## config.mk

```make
export PLATFORM = sky130hd
export DESIGN_NAME = qrm_div_stage
export DESIGN_NICKNAME = d
export VERILOG_FILES = /design/src/hdl/qrm_pkg.sv /design/src/hdl/qrm_div_stage.sv
export SDC_FILE = /design/constraint.sdc
export NUM_CORES = 1
export LEC_CHECK = 0
export BUFFER_PORTS_ARGS = -buffer_cell sky130_fd_sc_hd__buf_2
export CAP_MARGIN = 20
export CORE_AREA = 2 2 390 392
export CTS_CLUSTER_SIZE = 40
export DETAILED_ROUTE_END_ITERATION = 12
export DIE_AREA = 0 0 392 394
export PLACE_DENSITY = 0.43
export SYNTH_ARGS = -nofsm -noshare
export SYNTH_HDL_FRONTEND = slang
export SYNTH_SLANG_ARGS = --single-unit
```

## constraint.sdc

```tcl
create_clock -name i_clk -period 5.9 [get_ports i_clk]
set_input_delay 0.295 -clock i_clk [delete_from_list [all_inputs] [get_ports i_clk]]
set_output_delay 0.295 -clock i_clk [all_outputs]
set_load 0.005 [all_outputs]
```

## src/hdl/qrm_pkg.sv

```systemverilog
// ----------------------------------------------------------------------------
// qrm_pkg
// Shared widths, types and constants for the quaternion to rotation matrix
// pipeline.
// ----------------------------------------------------------------------------
package qrm_pkg;

    localparam int N_LANES = 9;
    localparam int IN_W    = 16;
    localparam int OUT_W   = 16;
    localparam int PROD_W  = 32;
    localparam int NUM_W   = 35;
    localparam int REM_W   = 34;
    localparam int QUO_W   = 16;
    localparam int ONE_Q14 = 16384;

    typedef logic signed [IN_W-1:0]   t_in;
    typedef logic signed [OUT_W-1:0]  t_out;
    typedef logic signed [PROD_W-1:0] t_prod;
    typedef logic signed [NUM_W-1:0]  t_num;
    typedef logic [REM_W-1:0]         t_rem;
    typedef logic [QUO_W-1:0]         t_quo;

    // control that travels with each request through the divider stages
    typedef struct packed {
        logic               valid;
        logic               degen;
        logic [N_LANES-1:0] neg;
        t_rem               div;
    } t_div_ctl;

endpackage

```

## src/hdl/qrm_div_stage.sv

```systemverilog
// ----------------------------------------------------------------------------
// qrm_div_stage
// One restoring division step for all nine lanes: one quotient bit each.
// ----------------------------------------------------------------------------
module qrm_div_stage
    import qrm_pkg::*;
(
    input  logic     i_clk,
    input  logic     i_rst_n,
    input  logic     i_en,
    input  t_div_ctl i_ctl,
    input  t_rem     i_rem [N_LANES],
    input  t_quo     i_quo [N_LANES],
    output t_div_ctl o_ctl,
    output t_rem     o_rem [N_LANES],
    output t_quo     o_quo [N_LANES]
);

    t_div_ctl r_ctl;
    t_rem     r_rem [N_LANES];
    t_quo     r_quo [N_LANES];

    logic [REM_W:0] n_dbl [N_LANES];
    logic [REM_W:0] n_sub [N_LANES];
    logic           n_ge  [N_LANES];
    t_rem           n_rem [N_LANES];
    t_quo           n_quo [N_LANES];

    always_comb begin
        for (int i = 0; i < N_LANES; i++) begin
            n_dbl[i] = {i_rem[i], 1'b0};
            n_sub[i] = n_dbl[i] - {1'b0, i_ctl.div};
            n_ge[i]  = (n_dbl[i] >= {1'b0, i_ctl.div});
            n_rem[i] = n_ge[i] ? n_sub[i][REM_W-1:0] : n_dbl[i][REM_W-1:0];
            n_quo[i] = {i_quo[i][QUO_W-2:0], n_ge[i]};
        end
    end

    always_ff @(posedge i_clk) begin
        if (!i_rst_n) begin
            r_ctl.valid <= 1'b0;
        end else if (i_en) begin
            r_ctl.valid <= i_ctl.valid;
        end
        if (i_en) begin
            r_ctl.degen <= i_ctl.degen;
            r_ctl.neg   <= i_ctl.neg;
            r_ctl.div   <= i_ctl.div;
            r_rem       <= n_rem;
            r_quo       <= n_quo;
        end
    end

    assign o_ctl = r_ctl;
    assign o_rem = r_rem;
    assign o_quo = r_quo;

endmodule

```

# Word level (Yosys, flattened, before mapping)
# Index checks and enable logic that the tools add are counted.
dict set report totals {
  mem_bits_ro 0
  output_inout_bits 495
  memories 0
  ff_bits 495
  latch_bits 0
  input_bits 498
  wordCells 58
  ram_bits 0
}
dict set report classes {
  div 0
  n_shift 0
  bitwise 0
  n_addsub 9
  order_cmp 9
  mux 9
  n_reduce_logical 0
  eq_ne 0
  mul 0
}
# operator count
set ops {}
lappend ops {{$ge 35x34->1} 9}
lappend ops {{$mux 34} 9}
lappend ops {{$sub 34x34->34} 9}

# Logic depth before layout (Yosys ltp)
dict set report logic_depth {
  depth_word 2
  mapped_depth 16
  ltp_nobuf 13
}

# Least setup slack after synthesis
# No wires, ideal clock.
dict set report synth_timing {
  kind {input-to-reg}
  from {in i_ctl[0] in the netlist's numbering}
  to {reg r_rem, in the netlist o_rem[128], data pin}
  setup_time_ns 0.260
  setup_slack_ns 1.744
  n_path_buf 1
  arrival_ns 3.896
  cell_stages 14
  t_required_ns 5.640
  cell_sequence {buf_4 clkinv_1 fa_1 a21o_1 a21o_1 a2111oi_2 o311a_1 o221ai_1 a21oi_2 o21a_1 o21ai_1 a31oi_1 xnor2_1 mux2_2}
}
# item line_no
set synth_lines {}
lappend synth_lines {{start, declared} qrm_div_stage.sv:11} ;# input t_div_ctl i_ctl,
lappend synth_lines {{end signal, assigned} qrm_div_stage.sv:49} ;# r_rem <= n_rem;
lappend synth_lines {{end, declared} qrm_div_stage.sv:20} ;# t_rem r_rem [N_LANES];

==> impl_metrics.py <==
metrics = {
    "grt": {
        "overflow": 0,
        "antenna_found_initial": 74,
        "track_usage_pct": 21.3,
        "grt_max_degree": 122,
        "grt_pass1_wl_um": 234000,
        "grt_pass1_vias": 31600,
    },
    "sta": {
        "period_minus_slack_ps": 4780,
        "slew_headroom_pct": 29.7,
        "tightest_slew_ps": 1050,
        "clock.fmax_ghz": 0.209,
        "setup_viol": 0,
        "fin_crit_sh_pct": 81.1,
        "rsz0062_at_grt": "false",
        "skew_ps": 0,
        "fin_setup_tns_ps": 0,
        "finalHoldViolations": 0,
        "finalMaxSlewViolations": 0,
    },
    "drt": {
        "vias_per_cell": 4.61,
        "drt-wirelength-per-cell_um": 25.1,
        "drcViolationCount": 0,
        "drt_wl_total_um": 171000,
        "drtIter0Drc": 1840,
        "antenna_left": 0,
        "num_vias": 31400,
        "dr.pass1.iters": 5,
    },
    "critical_path": {
        "cp-endpoint": "o_rem[216]",
        "reg2reg_depth": 3,
        "worstSetupStartpointType": "primary input",
        "reg2reg_slack_ps": 4760,
        "cp-end-kind": "flop",
        "worst_path_dominant_cell_family": "compound AO/OA/AOI/OAI gates",
        "cpMaxStageDelayCell": "a211o_2",
        "cp.required_ps": 6290,
        "setup.worst_path.class": "in2reg",
        "reg2reg_to": "o_ctl[44]",
        "worstSetupStartpoint": "i_ctl[12]",
        "cp_num_buf_inv": 4,
        "worstReg2RegStart": "o_ctl[44]",
        "crit_path_max_fanout": 59,
        "slowest_delay_ps": 860,
        "critical_path_depth": 15,
        "arrival_ps": 5170,
        "worstPathCellList": "dlygate4sd3_1 -> buf_2 -> inv_1 -> buf_4 -> ha_1 -> nand2_1 -> nor2_1 -> nand2_1 -> nor3_1 -> o31ai_2 -> o21ai_1 -> a31oi_1 -> o21ai_1 -> a211o_2 -> mux2_1",
    },
    "pwr": {
        "leakagePower_uw": 0.0207,
        "peakVddDrop_v": 0.000212,
        "total_power_uw": 12800,
        "power_density_nw_per_um2": 267,
    },
    "outcome": {
        "status": "completed",
    },
    "logic_synthesis": {
        "ys_types": 94,
        "seq_area_frac_synth_pct": 44.8,
        "yosys_most_used_dff": "edfxtp_1",
        "synth-async-reset-ratio_pct": 0,
        "synth_edf_count": 494,
        "ys_warn_count": 0,
        "synthesis.instances": 3188,
        "ys_seq_elements": 495,
        "syn_area_um2": 33200,
        "synth_nets": 4001,
        "syn_area_per_cell_um2": 10.4,
    },
    "clock_tree": {
        "clk_pin_slew_ps": 60,
        "cts_made_buffers": 71,
        "clockBufferDepth": 3,
        "root_buffer": "clkbuf_16",
        "clock_latency_ps": 670,
        "htree_levels": 3,
        "cts_tree": "built",
        "clock-sinks": 495,
    },
    "finish": {
        "final_cell_mix": "buf_2, edfxtp_1, dlygate4sd3_1",
        "seqCellArea_um2": 14900,
        "nets": 5501,
        "instances_no_fill": 6808,
        "nFillCells": 15700,
        "multi_input_area_um2": 17500,
        "drive_gt1_share_pct": 26.3,
        "syn_to_final_growth_pct": 44.9,
        "layout_commonest_cell": "buf_2",
    },
    "worst_hold_path": {
        "min_path_type": "in2reg",
    },
    "die": {
        "die_area_um2": 154000,
        "dieWidth_um": 392,
        "die_y_um": 394,
        "io_pins": 993,
        "core_um2": 151000,
        "start_util_pct": 22.0,
        "rows": 143,
    },
    "placement": {
        "place_congestion": 0.870,
        "post-place-cells": 6185,
        "port_buffers": 983,
        "dp_hpwl_um": 135000,
    },
    "flow_run": {
        "max_cap_violations": 0,
    },
}
-- flip-flops by register name, indices dropped and copies added, names as in the netlist --
| signal | count |
|---|---|
| o_ctl | 45 |
| o_quo | 144 |
| o_rem | 306 |
-- area by class of cell --
class                   count  area share, %
flip-flops and latches    495           30.9
well taps                2030           5.28
inverters                 114          0.890
multi-input cells        2489           36.5
clock inverters            49           1.18
diodes                     33          0.172
repair buffers           1517           21.3
clock buffers              81           3.82
-- cell families after synthesis --
group / count (synthesis) / synth area share (%)
fa+ha+maj: 315 / 12.1
simple gates: 757 / 10.6
xor+xnor: 274 / 7.23
mux: 70 / 2.37
buf+inv: 204 / 2.54
flops: 495 / 44.8
compound gates: 1073 / 20.4
-- per-layer routing --
metal	wire [um]	up-vias	GRT usage, %
li1	-	15100	-
met1	68900	15000	25.5
met2	82300	1100	36.8
met3	13500	231	5.94
met4	5650	46	6.86
met5	262	-	0
-- synth_stat cells (52+ instances only) --
| cell | instances | area [um^2] |
|---|---|---|
| a21o_1 | 182 | 1370 |
| clkbuf_1 | 52 | 195 |
| edfxtp_1 | 494 | 14800 |
| xnor2_1 | 148 | 1300 |
| ha_1 | 306 | 3830 |
| xor2_1 | 126 | 1100 |
| inv_1 | 110 | 413 |
| a21oi_1 | 303 | 1520 |
| o21ai_0 | 250 | 1250 |
| nand2_1 | 320 | 1200 |
| o21ai_1 | 65 | 325 |
| nor2_1 | 148 | 556 |
-- worst min-delay path by stage --
stage	start	to	slack, ps	depth (start not counted)
2_1_floorplan	i_ctl[0]	o_ctl[0]	390	0
3_3_place_gp	i_quo[3]	o_quo[4]	470	1
3_5_place_dp	i_quo[37]	o_quo[38]	470	1
4_1_cts	i_rem[136]	o_rem[137]	0.6	2
5_1_grt	i_rem[12]	o_rem[13]	6	3
6_report	i_rem[136]	o_rem[137]	50	2
-- per-stage QoR --
step           setup WS [ps]  cell area, um^2  hold slack, ps  utilization [%]
3_3_place_gp             965            40900             472             27.1
2_1_floorplan           1740            33200             394                -
5_1_grt                  761            48000            5.52             31.9
4_1_cts                 1150            48000           0.638             31.8
3_5_place_dp             980            41000             473             27.2
6_report                1120            48100            52.7             31.9
-- what timing repair did --
item	CTS	global route
gates resized for setup	0	0
hold buffers	459	0
setup buffers	0	0
endpoints found under the hold margin	458	0
-- where the power goes --
part	switching, uW	internal, uW	leakage [uW]	total, uW
clock network	1870	2620	0.00115	4490
registers	156	4460	0.00484	4620
logic	2130	1580	0.0147	3700
total	4150	8660	0.0207	12800
No activity file was read; power rests on OpenSTA's default activity.
