--- src/hdl/qrm_pkg.sv ---
// ----------------------------------------------------------------------------
// qrm_pkg
// Shared widths, types and constants for the quaternion to rotation matrix
// pipeline.
// ----------------------------------------------------------------------------
package qrm_pkg;

    localparam int N_LANES = 9;
    localparam int IN_W    = 16;
    localparam int OUT_W   = 16;
    localparam int PROD_W  = 32;
    localparam int NUM_W   = 35;
    localparam int REM_W   = 34;
    localparam int QUO_W   = 16;
    localparam int ONE_Q14 = 16384;

    typedef logic signed [IN_W-1:0]   t_in;
    typedef logic signed [OUT_W-1:0]  t_out;
    typedef logic signed [PROD_W-1:0] t_prod;
    typedef logic signed [NUM_W-1:0]  t_num;
    typedef logic [REM_W-1:0]         t_rem;
    typedef logic [QUO_W-1:0]         t_quo;

    // control that travels with each request through the divider stages
    typedef struct packed {
        logic               valid;
        logic               degen;
        logic [N_LANES-1:0] neg;
        t_rem               div;
    } t_div_ctl;

endpackage

--- src/hdl/qrm_back.sv ---
// ----------------------------------------------------------------------------
// qrm_back
// Rounding, sign, clamp and identity substitution into the output register.
// ----------------------------------------------------------------------------
module qrm_back
    import qrm_pkg::*;
(
    input  logic     i_clk,
    input  logic     i_rst_n,
    input  logic     i_en,
    input  t_div_ctl i_ctl,
    input  t_quo     i_quo [N_LANES],
    output logic     o_valid,
    output logic     o_degen,
    output t_out     o_rot [N_LANES]
);

    logic r_valid;
    logic r_degen;
    t_out r_rot [N_LANES];

    logic [QUO_W:0]   n_inc [N_LANES];
    logic [QUO_W-1:0] n_rnd [N_LANES];
    logic [QUO_W-1:0] n_sat [N_LANES];
    t_out             n_rot [N_LANES];

    always_comb begin
        for (int i = 0; i < N_LANES; i++) begin
            // quotient is floor(2*ratio); halves round away from zero
            n_inc[i] = {1'b0, i_quo[i]} + (QUO_W+1)'(1);
            n_rnd[i] = n_inc[i][QUO_W:1];
            n_sat[i] = (n_rnd[i] > QUO_W'(ONE_Q14)) ? QUO_W'(ONE_Q14) : n_rnd[i];
            if (i_ctl.degen) begin
                n_rot[i] = (i % 4 == 0) ? OUT_W'(ONE_Q14) : '0;
            end else begin
                n_rot[i] = i_ctl.neg[i] ? -$signed(OUT_W'(n_sat[i]))
                                        : $signed(OUT_W'(n_sat[i]));
            end
        end
    end

    always_ff @(posedge i_clk) begin
        if (!i_rst_n) begin
            r_valid <= 1'b0;
        end else if (i_en) begin
            r_valid <= i_ctl.valid;
        end
    end

    always_ff @(posedge i_clk) begin
        if (i_en) begin
            r_degen <= i_ctl.degen;
            r_rot   <= n_rot;
        end
    end

    assign o_valid = r_valid;
    assign o_degen = r_degen;
    assign o_rot   = r_rot;

endmodule

--- config.mk ---
export PLATFORM = sky130hd
export DESIGN_NAME = qrm_back
export DESIGN_NICKNAME = d
export VERILOG_FILES = /design/src/hdl/qrm_pkg.sv /design/src/hdl/qrm_back.sv
export SDC_FILE = /design/constraint.sdc
export NUM_CORES = 1
export LEC_CHECK = 0
export BUFFER_PORTS_ARGS = -buffer_cell sky130_fd_sc_hd__buf_2
export CORE_MARGIN = 10
export CORE_UTILIZATION = 55
export DETAILED_ROUTE_END_ITERATION = 8
export PLACE_DENSITY = 0.82
export SETUP_SLACK_MARGIN = 0.05
export SYNTH_ARGS = -nofsm -noshare
export SYNTH_HDL_FRONTEND = slang
export SYNTH_SLANG_ARGS = --single-unit
--- constraint.sdc ---
create_clock -name i_clk -period 5.3 [get_ports i_clk]
set_input_delay 1.325 -clock i_clk [delete_from_list [all_inputs] [get_ports i_clk]]
set_output_delay 1.325 -clock i_clk [all_outputs]
set_load 0.005 [all_outputs]
Yosys cells after proc, flatten, opt, wreduce, memory -nomap -nowiden
Cells that the tools add are included.
Word-level totals
  register bits after elaboration: 146
  input port bits: 192
  output and inout port bits: 146
  logic and storage cells: 56
Cells by class
  add/sub/neg operators: 18
  order comparisons: 9
  multiplexer cells: 18
Operator list (count)
  $mux 16: 18
  $add 16x1->17 const B: 9
  $gt 16x15->1 const B: 9
  $neg 16->16: 9

Longest topological paths before layout
Gate-level depths: netlist of the first run.
  depth after elaboration: 5
  gate-level depth with buffers: 16
  gate-level depth less buffers: 14

Least setup slack after synthesis of the first run
Ideal clock, no wire load.
  path type: input -> register
  start point: input port i_quo[118] (netlist name)
  end point: register r_rot (netlist bit o_rot[116]) (data pin)
  library setup time: 0.152 ns
  arrival time: 4.426 ns
  data required time: 5.148 ns
  setup slack: 0.722 ns
  stages on the path: 14
  path buffers: 3
  cells stage by stage: buf_4 > nand3_1 > nor3_2 > mux2_2 > a2111o_1 > o41ai_2 > buf_4 > buf_8 > nand2_1 > ha_1 > inv_1 > o21ai_0 > or3b_1 > a31oi_1
On the way
  cells in the longest elaborated chain, start to end: 5
Ends and longest elaborated chain
  from (decl): RTL line qrm_back.sv:12  | input t_quo i_quo [N_LANES],
  $add 16x1->17 *: RTL line qrm_back.sv:30  | n_inc[i] = {1'b0, i_quo[i]} + (QUO_W+1)'(1);
  $gt 16x15->1 *: RTL line qrm_back.sv:32  | n_sat[i] = (n_rnd[i] > QUO_W'(ONE_Q14)) ? QUO_W'(ONE_Q14) : n_rnd[i];
  $mux 16 *: RTL line qrm_back.sv:32
  $neg 16->16: RTL line qrm_back.sv:36  | n_rot[i] = i_ctl.neg[i] ? -$signed(OUT_W'(n_sat[i]))
  $mux 16 *: RTL line qrm_back.sv:36
  to (signal assigned): RTL line qrm_back.sv:53  | r_rot <= n_rot;
  to (decl): RTL line qrm_back.sv:20  | t_out r_rot [N_LANES];
Mark *: on every way between the ends. The rest lies on a longest branch, timed or not.
A chain may end at the register's enable or synchronous reset.

Worst setup path after layout of the first run
  start point: input port i_quo[112] (netlist name)
  end point: register r_rot (netlist bit o_rot[116]) (data pin)
On the way
  cells in the longest elaborated chain, start to end: 5
Ends and longest elaborated chain (RTL line)
  $add 16x1->17 *: qrm_back.sv:30
  $gt 16x15->1: qrm_back.sv:32
  $mux 16 *: qrm_back.sv:32
  $neg 16->16: qrm_back.sv:36
  $mux 16 *: qrm_back.sv:36
Marks and branches as above.

==> results of run 1 <==
## cell type report
class	instances	area [µm²]	area share [%]
Multi-Input combinational cell	1383	9020	55.2
Sequential cell	146	4370	26.8
Timing Repair Buffer	325	1690	10.3
Clock buffer	24	482	2.95
Tap cell	330	413	2.53
Clock inverter	8	175	1.07
Inverter	42	158	0.965
Antenna cell	10	25.0	0.153
## registers in the layout, summed over array words and instances (netlist names)
| signal | count |
|---|---|
| o_degen | 1 |
| o_rot | 144 |
| o_valid | 1 |
## metrics by stage
stage	util, %	worst slack, ns	total power [W]	instances	hold WS [ns]
6_report	64.9	0.726	0.00366	2268	0.529
5_1_grt	64.9	0.474	0.00384	2264	0.595
4_1_cts	64.8	0.765	0.00368	2258	0.530
3_5_place_dp	62.2	0.347	0.00232	2226	0.516
3_3_place_gp	62.2	0.406	0.00230	2226	0.489
2_1_floorplan	-	0.722	0.00198	1686	0.507
## how the worst max path moves through the flow
stage,start,to,slack (ns),cells after the start
after floorplan,i_quo[118],o_rot[116]$_SDFFCE_PP0P_,0.72,14
after global placement,i_quo[112],o_rot[116]$_SDFFCE_PP0P_,0.41,13
after detailed placement,i_quo[112],o_rot[116]$_SDFFCE_PP0P_,0.35,13
after CTS,i_quo[112],o_rot[116]$_SDFFCE_PP0P_,0.76,13
after global routing,i_quo[34],o_rot[40]$_SDFFCE_PP0P_,0.47,12
final,i_quo[112],o_rot[116]$_SDFFCE_PP0P_,0.73,13
## layout by cell type, fill, tap and decap left out, types with 8 or more instances in the layout
cell type,synthesis,layout
sky130_fd_sc_hd__nor2b_1,9,9
sky130_fd_sc_hd__nor3_1,58,58
sky130_fd_sc_hd__o31a_1,8,8
sky130_fd_sc_hd__a41oi_1,8,8
sky130_fd_sc_hd__and2_1,23,23
sky130_fd_sc_hd__nor4_1,26,26
sky130_fd_sc_hd__nand2_1,155,155
sky130_fd_sc_hd__a21oi_1,86,86
sky130_fd_sc_hd__buf_4,6,23
sky130_fd_sc_hd__buf_2,30,301
sky130_fd_sc_hd__a211oi_1,13,13
sky130_fd_sc_hd__and3_1,34,34
sky130_fd_sc_hd__inv_1,38,38
sky130_fd_sc_hd__mux2i_1,25,25
sky130_fd_sc_hd__a31oi_1,30,30
sky130_fd_sc_hd__or3_1,23,23
sky130_fd_sc_hd__nand2b_1,28,28
sky130_fd_sc_hd__and4_1,14,14
sky130_fd_sc_hd__o21a_1,14,14
sky130_fd_sc_hd__o21ai_0,87,87
sky130_fd_sc_hd__mux2_2,22,22
sky130_fd_sc_hd__nand3_1,82,82
sky130_fd_sc_hd__nand3b_1,10,10
sky130_fd_sc_hd__xor2_1,65,65
sky130_fd_sc_hd__edfxtp_1,145,145
sky130_fd_sc_hd__clkbuf_16,0,17
sky130_fd_sc_hd__a21o_1,13,13
sky130_fd_sc_hd__nand4_1,49,49
sky130_fd_sc_hd__ha_1,18,18
sky130_fd_sc_hd__diode_2,0,10
sky130_fd_sc_hd__o211ai_1,9,9
sky130_fd_sc_hd__xnor2_1,116,116
sky130_fd_sc_hd__nor2_1,165,165
sky130_fd_sc_hd__a21bo_2,9,9
sky130_fd_sc_hd__o31ai_1,15,15
## power groups by stage
stage | sequential [W] | combinational, W | clock (W)
2_1_floorplan | 0.00145 | 0.000534 | 0
3_3_place_gp | 0.00144 | 0.000862 | 0
3_5_place_dp | 0.00144 | 0.000884 | 0
4_1_cts | 0.00142 | 0.000889 | 0.00138
5_1_grt | 0.00143 | 0.000988 | 0.00142
6_report | 0.00142 | 0.000894 | 0.00135
## logic make-up (layout without fill, tap and decap cells)
group                      count (synthesis)  count (layout)  synth area share [%]
AOI/OAI and AO/OA                        399             399                  20.1
xor gates and xnor gates                 181             181                  11.3
adders and majority gates                 18              18                  1.60
buffers and inverters                    157             399                  4.90
DFF                                      146             146                  31.1
muxes                                     48              48                  3.64
other                                      0              10                     0
and+or+nand+nor                          737             737                  27.4
## worst register-to-register path, stage by stage (launching register included)
cell                      delay [ns]
sky130_fd_sc_hd__dfxtp_1        0.31
sky130_fd_sc_hd__mux2i_1        0.12
sky130_fd_sc_hd__nor2b_1        0.06
## per-layer routing
metal	vias up	wire length, µm
li1	6763	-
met1	6550	17500
met3	79	3420
met5	-	73
met2	544	19200
met4	14	1230
==> flow_metrics.env, run 1 <==
export IMPL_placement_io_buffers=303
export IMPL_grt_pass1_wl_um=67300
export IMPL_firstDrtPassIters=5
export IMPL_initial_utilization_pct=55.9
export IMPL_clock_sink_count=146
export IMPL_synth_top_cells_by_area="sky130_fd_sc_hd__edfxtp_1 31%, sky130_fd_sc_hd__xnor2_1 7.2%, sky130_fd_sc_hd__nor2_1 4.4%, sky130_fd_sc_hd__nand2_1 4.1%, sky130_fd_sc_hd__xor2_1 4.0%"
export IMPL_grt_start_max_net_pins=68
export IMPL_cell_class_contributing_the_biggest_share_of_worst_path_delay="compound AO/OA/AOI/OAI gates"
export IMPL_nFillCells=2142
export IMPL_yosys_cell_count_top_type="sky130_fd_sc_hd__nor2_1"
export IMPL_routed_wire_length_per_instance_um=18.2
export IMPL_hold_viol_final=0
export IMPL_p_int_w=0.00261
export IMPL_max_freq_ghz=0.219
export IMPL_final_setup_tns_ns=0
export IMPL_grtUsageTotal_pct=24.4
export IMPL_net_switching_power_w=0.00104
export IMPL_critical_path_endpoint_type="flip-flop"
export IMPL_post_synth_top_area_cell="sky130_fd_sc_hd__edfxtp_1"
export IMPL_startpoint_type="input pin"
export IMPL_cp_num_buf_inv=2
export IMPL_num_nets_final=2125
export IMPL_synth_top_cell_area_share_pct=30.9
export IMPL_place_gp_congestion=0.932
export IMPL_yosysWarnings=0
export IMPL_yosys_top_cells_count="165 x sky130_fd_sc_hd__nor2_1, 155 x sky130_fd_sc_hd__nand2_1, 145 x sky130_fd_sc_hd__edfxtp_1"
export IMPL_die_height_um=180
export IMPL_clk_latency_ns=0.41
export IMPL_run_status="finished clean"
export IMPL_type_of_the_worst_min_delay_path="reg2reg"
export IMPL_switching_share_pct=28.6
export IMPL_r2r_slack_ns=4.71
export IMPL_die_area_um2=32400
export IMPL_clockBufferDepth=2
export IMPL_post_synth_instance_area_um2=14100
export IMPL_post_cts_setup_buffer_count=0
export IMPL_synth_area_per_cell_um2=8.35
export IMPL_reg2regPathDepth=2
export IMPL_grt_antenna_before_repair=17
export IMPL_clock_power_share_pct=36.9
export IMPL_cap_viol_max_count=0
export IMPL_die_width_um=180
export IMPL_grtUsageMet3_pct=6.41
export IMPL_layout_cell_share_with_drive_strength_beyond_1_pct=22.3
export IMPL_via_to_cell_ratio=6.15
export IMPL_grt_ovfl_total=0
export IMPL_timing_final_crit_period_ns=4.57
export IMPL_critical_path_at_ns=4.83
export IMPL_groute_layer_met2_usage_pct=39.8
export IMPL_synth_cells=1686
export IMPL_clock_skew_final_ns=0
export IMPL_cts_htree_levels=4
export IMPL_worstHoldEndpoint="o_valid$_SDFFE_PN0P_"
export IMPL_rsz0062_at_grt="false"
export IMPL_critical_path_most_common_cell="sky130_fd_sc_hd__ha_1"
export IMPL_worstHoldPathCells=2
export IMPL_combPwrFrac_pct=24.4
export IMPL_cts_reportedPaths_clkPinSlew_ns=0.06
export IMPL_grt_pass1_vias=13400
export IMPL_grtUsageMet1_pct=30.3
export IMPL_critical_path_cell_chain="buf_2, ha_1, and3_1, a41oi_1, a211o_1, a2111o_1, o41ai_4, nand2_1, ha_1, inv_1, o21ai_0, or3b_1, a31oi_1"
export IMPL_cpPeakStageDelay_ns=0.58
export IMPL_number_of_drc_violations_after_detailed_routing=0
export IMPL_seq_power_share_pct=38.7
export IMPL_post_cts_hold_buffer_count=0
export IMPL_number_of_synthesized_flops_with_an_enable_pin=145
export IMPL_timing_critical_path_required_ns=5.56
export IMPL_worst_pin_slew_ns=0.693
export IMPL_dominantRegCellSynth="sky130_fd_sc_hd__edfxtp_1"
export IMPL_synthToLayoutAreaGrowth_pct=16.1
export IMPL_core_area_um2=25200
export IMPL_min_delay_start="o_valid$_SDFFE_PN0P_"
export IMPL_clock_tree_from_tritoncts="built"
export IMPL_post_cts_resize_count=0
export IMPL_ys_seq_elements=146
export IMPL_slew_headroom_pct=53.4
export IMPL_cp_max_fo=9
export IMPL_place_area_um2=15700
export IMPL_synth_distinct_cells=100
export IMPL_vdd_ir_drop_worst_mv=0.148
export IMPL_io_pins=338
export IMPL_fin_crit_sh_pct=86.3
export IMPL_mappedNetlistNets=1896
export IMPL_power_density_nw_per_um2=224
export IMPL_critical_path_slowest_cell="sky130_fd_sc_hd__o41ai_4"
export IMPL_setup_violations_final=0
export IMPL_cts_root_buf="sky130_fd_sc_hd__clkbuf_16"
export IMPL_p_leak_nw=6.15
export IMPL_routed_wl_um=41300
export IMPL_drtAntennaViolNets=0
export IMPL_r2r_start="o_valid$_SDFFE_PN0P_"
export IMPL_synth_sequential_area_ratio_pct=31.1
export IMPL_num_rows=58
export IMPL_layout_cell_area_non_filler_um2=16300
export IMPL_final_max_slew_violation_count=0
export IMPL_criticalPathCategory="in2reg"
export IMPL_drt_initial_drc_count=1239
export IMPL_gr_max_usage_layer="met2"
export IMPL_cts_buffers_inserted=17
export IMPL_timing_rr_end="o_valid$_SDFFE_PN0P_"
export IMPL_post_dp_hpwl_um=31900
export IMPL_async_flop_share_pct=0
export IMPL_routed_via_count=14000
(Power assumes the default switching activity.)
==> run 2: changes to the inputs <==
--- a/config.mk
+++ b/config.mk
@@ -10,7 +10,9 @@
 export CORE_UTILIZATION = 55
 export DETAILED_ROUTE_END_ITERATION = 8
 export PLACE_DENSITY = 0.82
+export RECOVER_POWER = 25
 export SETUP_SLACK_MARGIN = 0.05
+export SKIP_CTS_REPAIR_TIMING = 1
 export SYNTH_ARGS = -nofsm -noshare
 export SYNTH_HDL_FRONTEND = slang
 export SYNTH_SLANG_ARGS = --single-unit
==> run 2 against run 1 <==
Compared with the run above: sequential power barely moved; die area unchanged; register-to-register slack worse by 0.07 ns; critical path type unchanged; largest cell class unchanged; global-route usage is the same; clock skew unchanged; core utilization fell by 0.20 points; the flow now finishes with violations (max-capacitance violations, max-slew violations); highest routed layer unchanged; clock-buffer cell count is the same.
==> flow_metrics.env, run 2 (synthesized netlist as in run 1, its figures left out) <==
export IMPL_detailedPlace_worstSlack_ns=0.347
export IMPL_p_leak_nw=6.04
export IMPL_final_setup_tns_ns=0
export IMPL_layout_cell_area_non_filler_um2=16300
export IMPL_grtUsageTotal_pct=24.4
export IMPL_clockBufferDepth=2
export IMPL_grt_start_max_net_pins=68
export IMPL_power_density_nw_per_um2=224
export IMPL_violated_checks="max-capacitance violations, max-slew violations"
export IMPL_r2r_slack_ns=4.64
export IMPL_num_nets_final=2125
export IMPL_finalWorstSetupSlack_ns=0.715
export IMPL_run_status="finished with violations"
export IMPL_cts_buffers_inserted=17
export IMPL_grt_antenna_before_repair=17
export IMPL_grt_pass1_vias=13400
export IMPL_placement_io_buffers=303
export IMPL_type_of_the_worst_min_delay_path="reg2reg"
export IMPL_vdd_ir_drop_worst_mv=0.148
export IMPL_place_gp_congestion=0.932
export IMPL_clk_latency_ns=0.41
export IMPL_timing_final_crit_period_ns=4.58
export IMPL_layout_cells_most_common="sky130_fd_sc_hd__buf_2"
export IMPL_clock_skew_final_ns=0
export IMPL_criticalPathCategory="in2reg"
export IMPL_finalCoreUtilization_pct=64.7
export IMPL_routed_wl_um=41300
export IMPL_die_area_um2=32400
export IMPL_die_height_um=180
export IMPL_cap_viol_max_count=2
export IMPL_place_area_um2=15700
export IMPL_grt_pass1_wl_um=67300
export IMPL_core_area_um2=25200
export IMPL_cts_root_buf="sky130_fd_sc_hd__clkbuf_16"
export IMPL_grt_ovfl_total=0
export IMPL_clock_tree_from_tritoncts="built"
export IMPL_fin_crit_sh_pct=86.5
export IMPL_seq_area_um2=4370
export IMPL_io_pins=338
export IMPL_critical_path_endpoint_type="flip-flop"
export IMPL_initial_utilization_pct=55.9
export IMPL_number_of_drc_violations_after_detailed_routing=0
export IMPL_setup_violations_final=0
export IMPL_post_dp_hpwl_um=31900
export IMPL_hold_viol_final=0
export IMPL_critical_path_at_ns=4.75
export IMPL_die_width_um=180
export IMPL_max_freq_ghz=0.218
export IMPL_critical_path_most_common_cell="sky130_fd_sc_hd__nor2_1"
export IMPL_cpPeakStageDelay_ns=0.49
export IMPL_nFillCells=2157
export IMPL_footprint_of_the_multi_input_gates_um2=9020
export IMPL_mostFrequentLayoutCells="264 x sky130_fd_sc_hd__buf_2, 165 x sky130_fd_sc_hd__nor2_1, 155 x sky130_fd_sc_hd__nand2_1, 145 x sky130_fd_sc_hd__edfxtp_1, 116 x sky130_fd_sc_hd__xnor2_1"
export IMPL_final_max_slew_violation_count=124
export IMPL_cts_htree_levels=4
export IMPL_routed_wire_length_per_instance_um=18.2
export IMPL_critical_path_slowest_cell="sky130_fd_sc_hd__or3_1"
export IMPL_cts_reportedPaths_clkPinSlew_ns=0.06
export IMPL_num_rows=58
export IMPL_firstDrtPassIters=5
export IMPL_slew_headroom_pct=-116
export IMPL_clock_sink_count=146
export IMPL_largest_register_ff_count=144
export IMPL_rsz0062_at_grt="false"
export IMPL_startpoint_type="input pin"
export IMPL_layout_cell_share_with_drive_strength_beyond_1_pct=20.3
export IMPL_worst_pin_slew_ns=3.23
export IMPL_drtAntennaViolNets=0
export IMPL_cp_max_fo=8
export IMPL_routed_via_count=13900
export IMPL_critical_path_cell_chain="buf_2, nand3_2, nor3_1, mux2_2, a2bb2oi_1, or3_1, o31ai_4, nand2_1, ha_1, nor2_1, nor2_1, a2111oi_0"
export IMPL_timing_critical_path_required_ns=5.47
export IMPL_via_to_cell_ratio=6.15
export IMPL_drt_initial_drc_count=1224
export IMPL_synthToLayoutAreaGrowth_pct=15.7
-- run 2: cell type report --
cell class	count	area share [%]
tap	330	2.53
antenna	10	0.154
multi-input combinational	1383	55.4
clock inverter	8	1.08
sequential	146	26.9
inverter	42	0.968
timing repair buffer	325	10.1
clock buffer	24	2.96
-- run 2: critical path: cells and delay by family --
kind	cells	cell delay, ns
AO/OA/AOI/OAI	3	0.90
adder cells (fa/ha/maj)	1	0.27
buffers and inverters	1	0.17
multiplexers	1	0.39
AND/OR/NAND/NOR	6	1.69
-- run 2: where the power goes --
group	total [W]	internal, W	switching, W
clock network	0.00135	0.000877	0.000472
logic	0.000887	0.000344	0.000542
registers	0.00142	0.00139	0.0000299
-- run 2: through the flow --
| step | total power, W | cells | hold slack, ns |
|---|---|---|---|
| floorplan | 0.00198 | 1686 | 0.507 |
| global placement | 0.00230 | 2226 | 0.489 |
| detailed placement | 0.00232 | 2226 | 0.516 |
| CTS | 0.00368 | 2258 | 0.530 |
| global route | 0.00383 | 2264 | 0.597 |
| finish | 0.00366 | 2268 | 0.532 |
-- run 2: final timing paths --
kind                                      startpoint                 endpoint  depth (start not counted)
worst min register to register  o_valid$_SDFFE_PN0P_     o_valid$_SDFFE_PN0P_                          2
worst max register to register  o_valid$_SDFFE_PN0P_     o_valid$_SDFFE_PN0P_                          2
worst max-delay path                       i_quo[34]  o_rot[40]$_SDFFCE_PP0P_                         12
worst min-delay path            o_valid$_SDFFE_PN0P_     o_valid$_SDFFE_PN0P_                          2
-- run 2: per-layer routing --
metal  track usage [%]  up-vias  part of all wire (%)
li1                  -     6758                     -
met1              30.3     6572                    42
met2              39.8      532                    47
met3              6.41       71                   8.0
met4              9.10       14                   2.8
met5                 0        -                  0.18
==> run 3: changes to the inputs <==
==> constraint.sdc (replaced) <==
create_clock -name i_clk -period 4.8 [get_ports i_clk]
set_input_delay 1.2 -clock i_clk [delete_from_list [all_inputs] [get_ports i_clk]]
set_output_delay 1.2 -clock i_clk [all_outputs]
set_load 0.005 [all_outputs]
==> run 3 against run 2 <==
Compared with the run above: the flow still finishes with violations (max-capacitance violations, max-slew violations); sequential power is 11% higher; die area stayed put; sequential share of layout area is 0.22 points lower; final area is 0.83% higher; total power is 8.1% higher; critical path depth is 2 higher.
==> flow_metrics.env, run 3 (synthesized netlist as in run 1, its figures left out) <==
export IMPL_rsz0062_at_grt="false"
export IMPL_worstHoldPathCells=2
export IMPL_placed_cells_incl_taps=2247
export IMPL_switching_share_pct=30.4
export IMPL_timing_critical_path_required_ns=4.94
export IMPL_num_nets_final=2146
export IMPL_worst_pin_slew_ns=2.63
export IMPL_die_height_um=180
export IMPL_slew_headroom_pct=-75.3
export IMPL_critical_path_at_ns=4.44
export IMPL_io_pins=338
export IMPL_mostFrequentLayoutCells="291 x sky130_fd_sc_hd__buf_2, 165 x sky130_fd_sc_hd__nor2_1, 155 x sky130_fd_sc_hd__nand2_1, 145 x sky130_fd_sc_hd__edfxtp_1, 116 x sky130_fd_sc_hd__xnor2_1"
export IMPL_fin_hold_ws_ns=0.565
export IMPL_clockBufferDepth=2
export IMPL_p_leak_nw=6.20
export IMPL_layout_cell_share_with_drive_strength_beyond_1_pct=22.7
export IMPL_cts_buffers_inserted=17
export IMPL_type_of_the_worst_min_delay_path="reg2reg"
export IMPL_grt_pass1_wl_um=67700
export IMPL_vdd_ir_drop_worst_mv=0.226
export IMPL_num_rows=58
export IMPL_largest_register_ff_count=144
export IMPL_layout_cells_most_common="sky130_fd_sc_hd__buf_2"
export IMPL_die_width_um=180
export IMPL_cts_root_buf="sky130_fd_sc_hd__clkbuf_16"
export IMPL_run_status="finished with violations"
export IMPL_clock_power_share_pct=35.2
export IMPL_min_delay_start="o_valid$_SDFFE_PN0P_"
export IMPL_setup_violations_final=0
export IMPL_cp_max_fo=10
export IMPL_p_int_w=0.00275
export IMPL_placement_io_buffers=303
export IMPL_hold_viol_final=0
export IMPL_grt_start_max_net_pins=98
export IMPL_grt_antenna_before_repair=16
export IMPL_worstHoldEndpoint="o_valid$_SDFFE_PN0P_"
export IMPL_reg2regPathDepth=2
export IMPL_post_dp_hpwl_um=31700
export IMPL_cts_reportedPaths_clkPinSlew_ns=0.06
export IMPL_max_freq_ghz=0.233
export IMPL_grt_ovfl_total=0
export IMPL_criticalPathCategory="in2reg"
export IMPL_routed_wire_length_per_instance_um=18.2
export IMPL_power_density_nw_per_um2=241
export IMPL_routed_wl_um=41700
export IMPL_routed_via_count=14100
export IMPL_place_gp_congestion=0.932
export IMPL_violated_checks="max-capacitance violations, max-slew violations"
export IMPL_core_area_um2=25200
export IMPL_via_to_cell_ratio=6.16
export IMPL_cts_htree_levels=4
export IMPL_layout_cells_non_filler=2289
export IMPL_clk_latency_ns=0.41
export IMPL_grtUsageTotal_pct=24.6
export IMPL_cap_viol_max_count=1
export IMPL_die_area_um2=32400
export IMPL_final_setup_tns_ns=0
export IMPL_seq_power_share_pct=39.7
export IMPL_critical_path_endpoint_type="flip-flop"
export IMPL_synthToLayoutAreaGrowth_pct=16.7
export IMPL_net_switching_power_w=0.00120
export IMPL_fin_crit_sh_pct=89.5
export IMPL_timing_rr_end="o_valid$_SDFFE_PN0P_"
export IMPL_clock_sink_count=146
export IMPL_clock_skew_final_ns=0
export IMPL_cp_startpoint="i_quo[17]"
export IMPL_grt_pass1_vias=13300
export IMPL_initial_utilization_pct=55.9
export IMPL_clock_tree_from_tritoncts="built"
export IMPL_startpoint_type="input pin"
export IMPL_number_of_drc_violations_after_detailed_routing=0
export IMPL_r2r_start="o_valid$_SDFFE_PN0P_"
export IMPL_r2r_slack_ns=4.10
export IMPL_combPwrFrac_pct=25.1
export IMPL_timing_final_crit_period_ns=4.30
export IMPL_final_max_slew_violation_count=98
export IMPL_finalCoreUtilization_pct=65.2
export IMPL_drt_initial_drc_count=1246
export IMPL_firstDrtPassIters=6
export IMPL_drtAntennaViolNets=0
-- run 3: cell types whose count changed in the layout (fill, tap and decap cells not counted), sizes merged, moves of 2 or more --
| cell | before | now |
|---|---|---|
| bufinv | 5 | 3 |
| buf | 287 | 334 |
| clkbuf | 61 | 29 |
| clkinv | 6 | 10 |
| inv | 38 | 42 |
-- run 3: per-layer routing --
metal	vias up	GRT usage, %	wire length [µm]
met5	-	0	58
met4	12	9.30	1120
met3	88	6.77	3540
met2	592	39.7	19600
met1	6582	30.7	17300
li1	6815	-	-
-- run 3: area by class of cell --
cell class	instances	area, µm²
Antenna cell	10	25.0
Clock buffer	17	425
Clock inverter	15	180
Fill cell	2141	8760
Inverter	42	158
Multi-Input combinational cell	1383	9020
Sequential cell	146	4370
Tap cell	330	413
Timing Repair Buffer	346	1830
-- run 3: worst max-delay path by stage --
stage,to,slack [ns]
after floorplan,o_rot[116]$_SDFFCE_PP0P_,0.35
after global placement,o_rot[116]$_SDFFCE_PP0P_,0.18
after detailed placement,o_rot[116]$_SDFFCE_PP0P_,0.13
after CTS,o_rot[116]$_SDFFCE_PP0P_,0.53
after global routing,o_rot[116]$_SDFFCE_PP0P_,0.24
final,o_rot[26]$_SDFFCE_PP0P_,0.50
-- run 3: power by group through the flow --
stage               combinational, W  sequential, W  clock [W]
floorplan                   0.000590        0.00160          0
global placement            0.000961        0.00159          0
detailed placement          0.000983        0.00159          0
CTS                         0.000988        0.00157    0.00141
global route                 0.00110        0.00158    0.00147
finish                      0.000993        0.00157    0.00139
-- run 3: stage by stage --
stage | setup WS [ns] | cell area, µm² | power [W]
2_1_floorplan | 0.347 | 14100 | 0.00219
3_3_place_gp | 0.184 | 15800 | 0.00255
3_5_place_dp | 0.126 | 15800 | 0.00257
4_1_cts | 0.534 | 16400 | 0.00397
5_1_grt | 0.239 | 16400 | 0.00415
6_report | 0.503 | 16400 | 0.00395
-- run 3: critical path: stages --
cell                       delay, ns
sky130_fd_sc_hd__buf_2          0.16
sky130_fd_sc_hd__ha_1           0.27
sky130_fd_sc_hd__nand3_1        0.35
sky130_fd_sc_hd__nor4_1         0.59
sky130_fd_sc_hd__a21bo_2        0.26
sky130_fd_sc_hd__o211ai_1       0.10
sky130_fd_sc_hd__o31a_1         0.35
sky130_fd_sc_hd__nand2b_1       0.18
sky130_fd_sc_hd__ha_1           0.32
sky130_fd_sc_hd__o21ai_0        0.13
sky130_fd_sc_hd__o21ai_0        0.09
sky130_fd_sc_hd__a21oi_1        0.22
sky130_fd_sc_hd__xnor2_1        0.15
sky130_fd_sc_hd__nor2_1         0.06
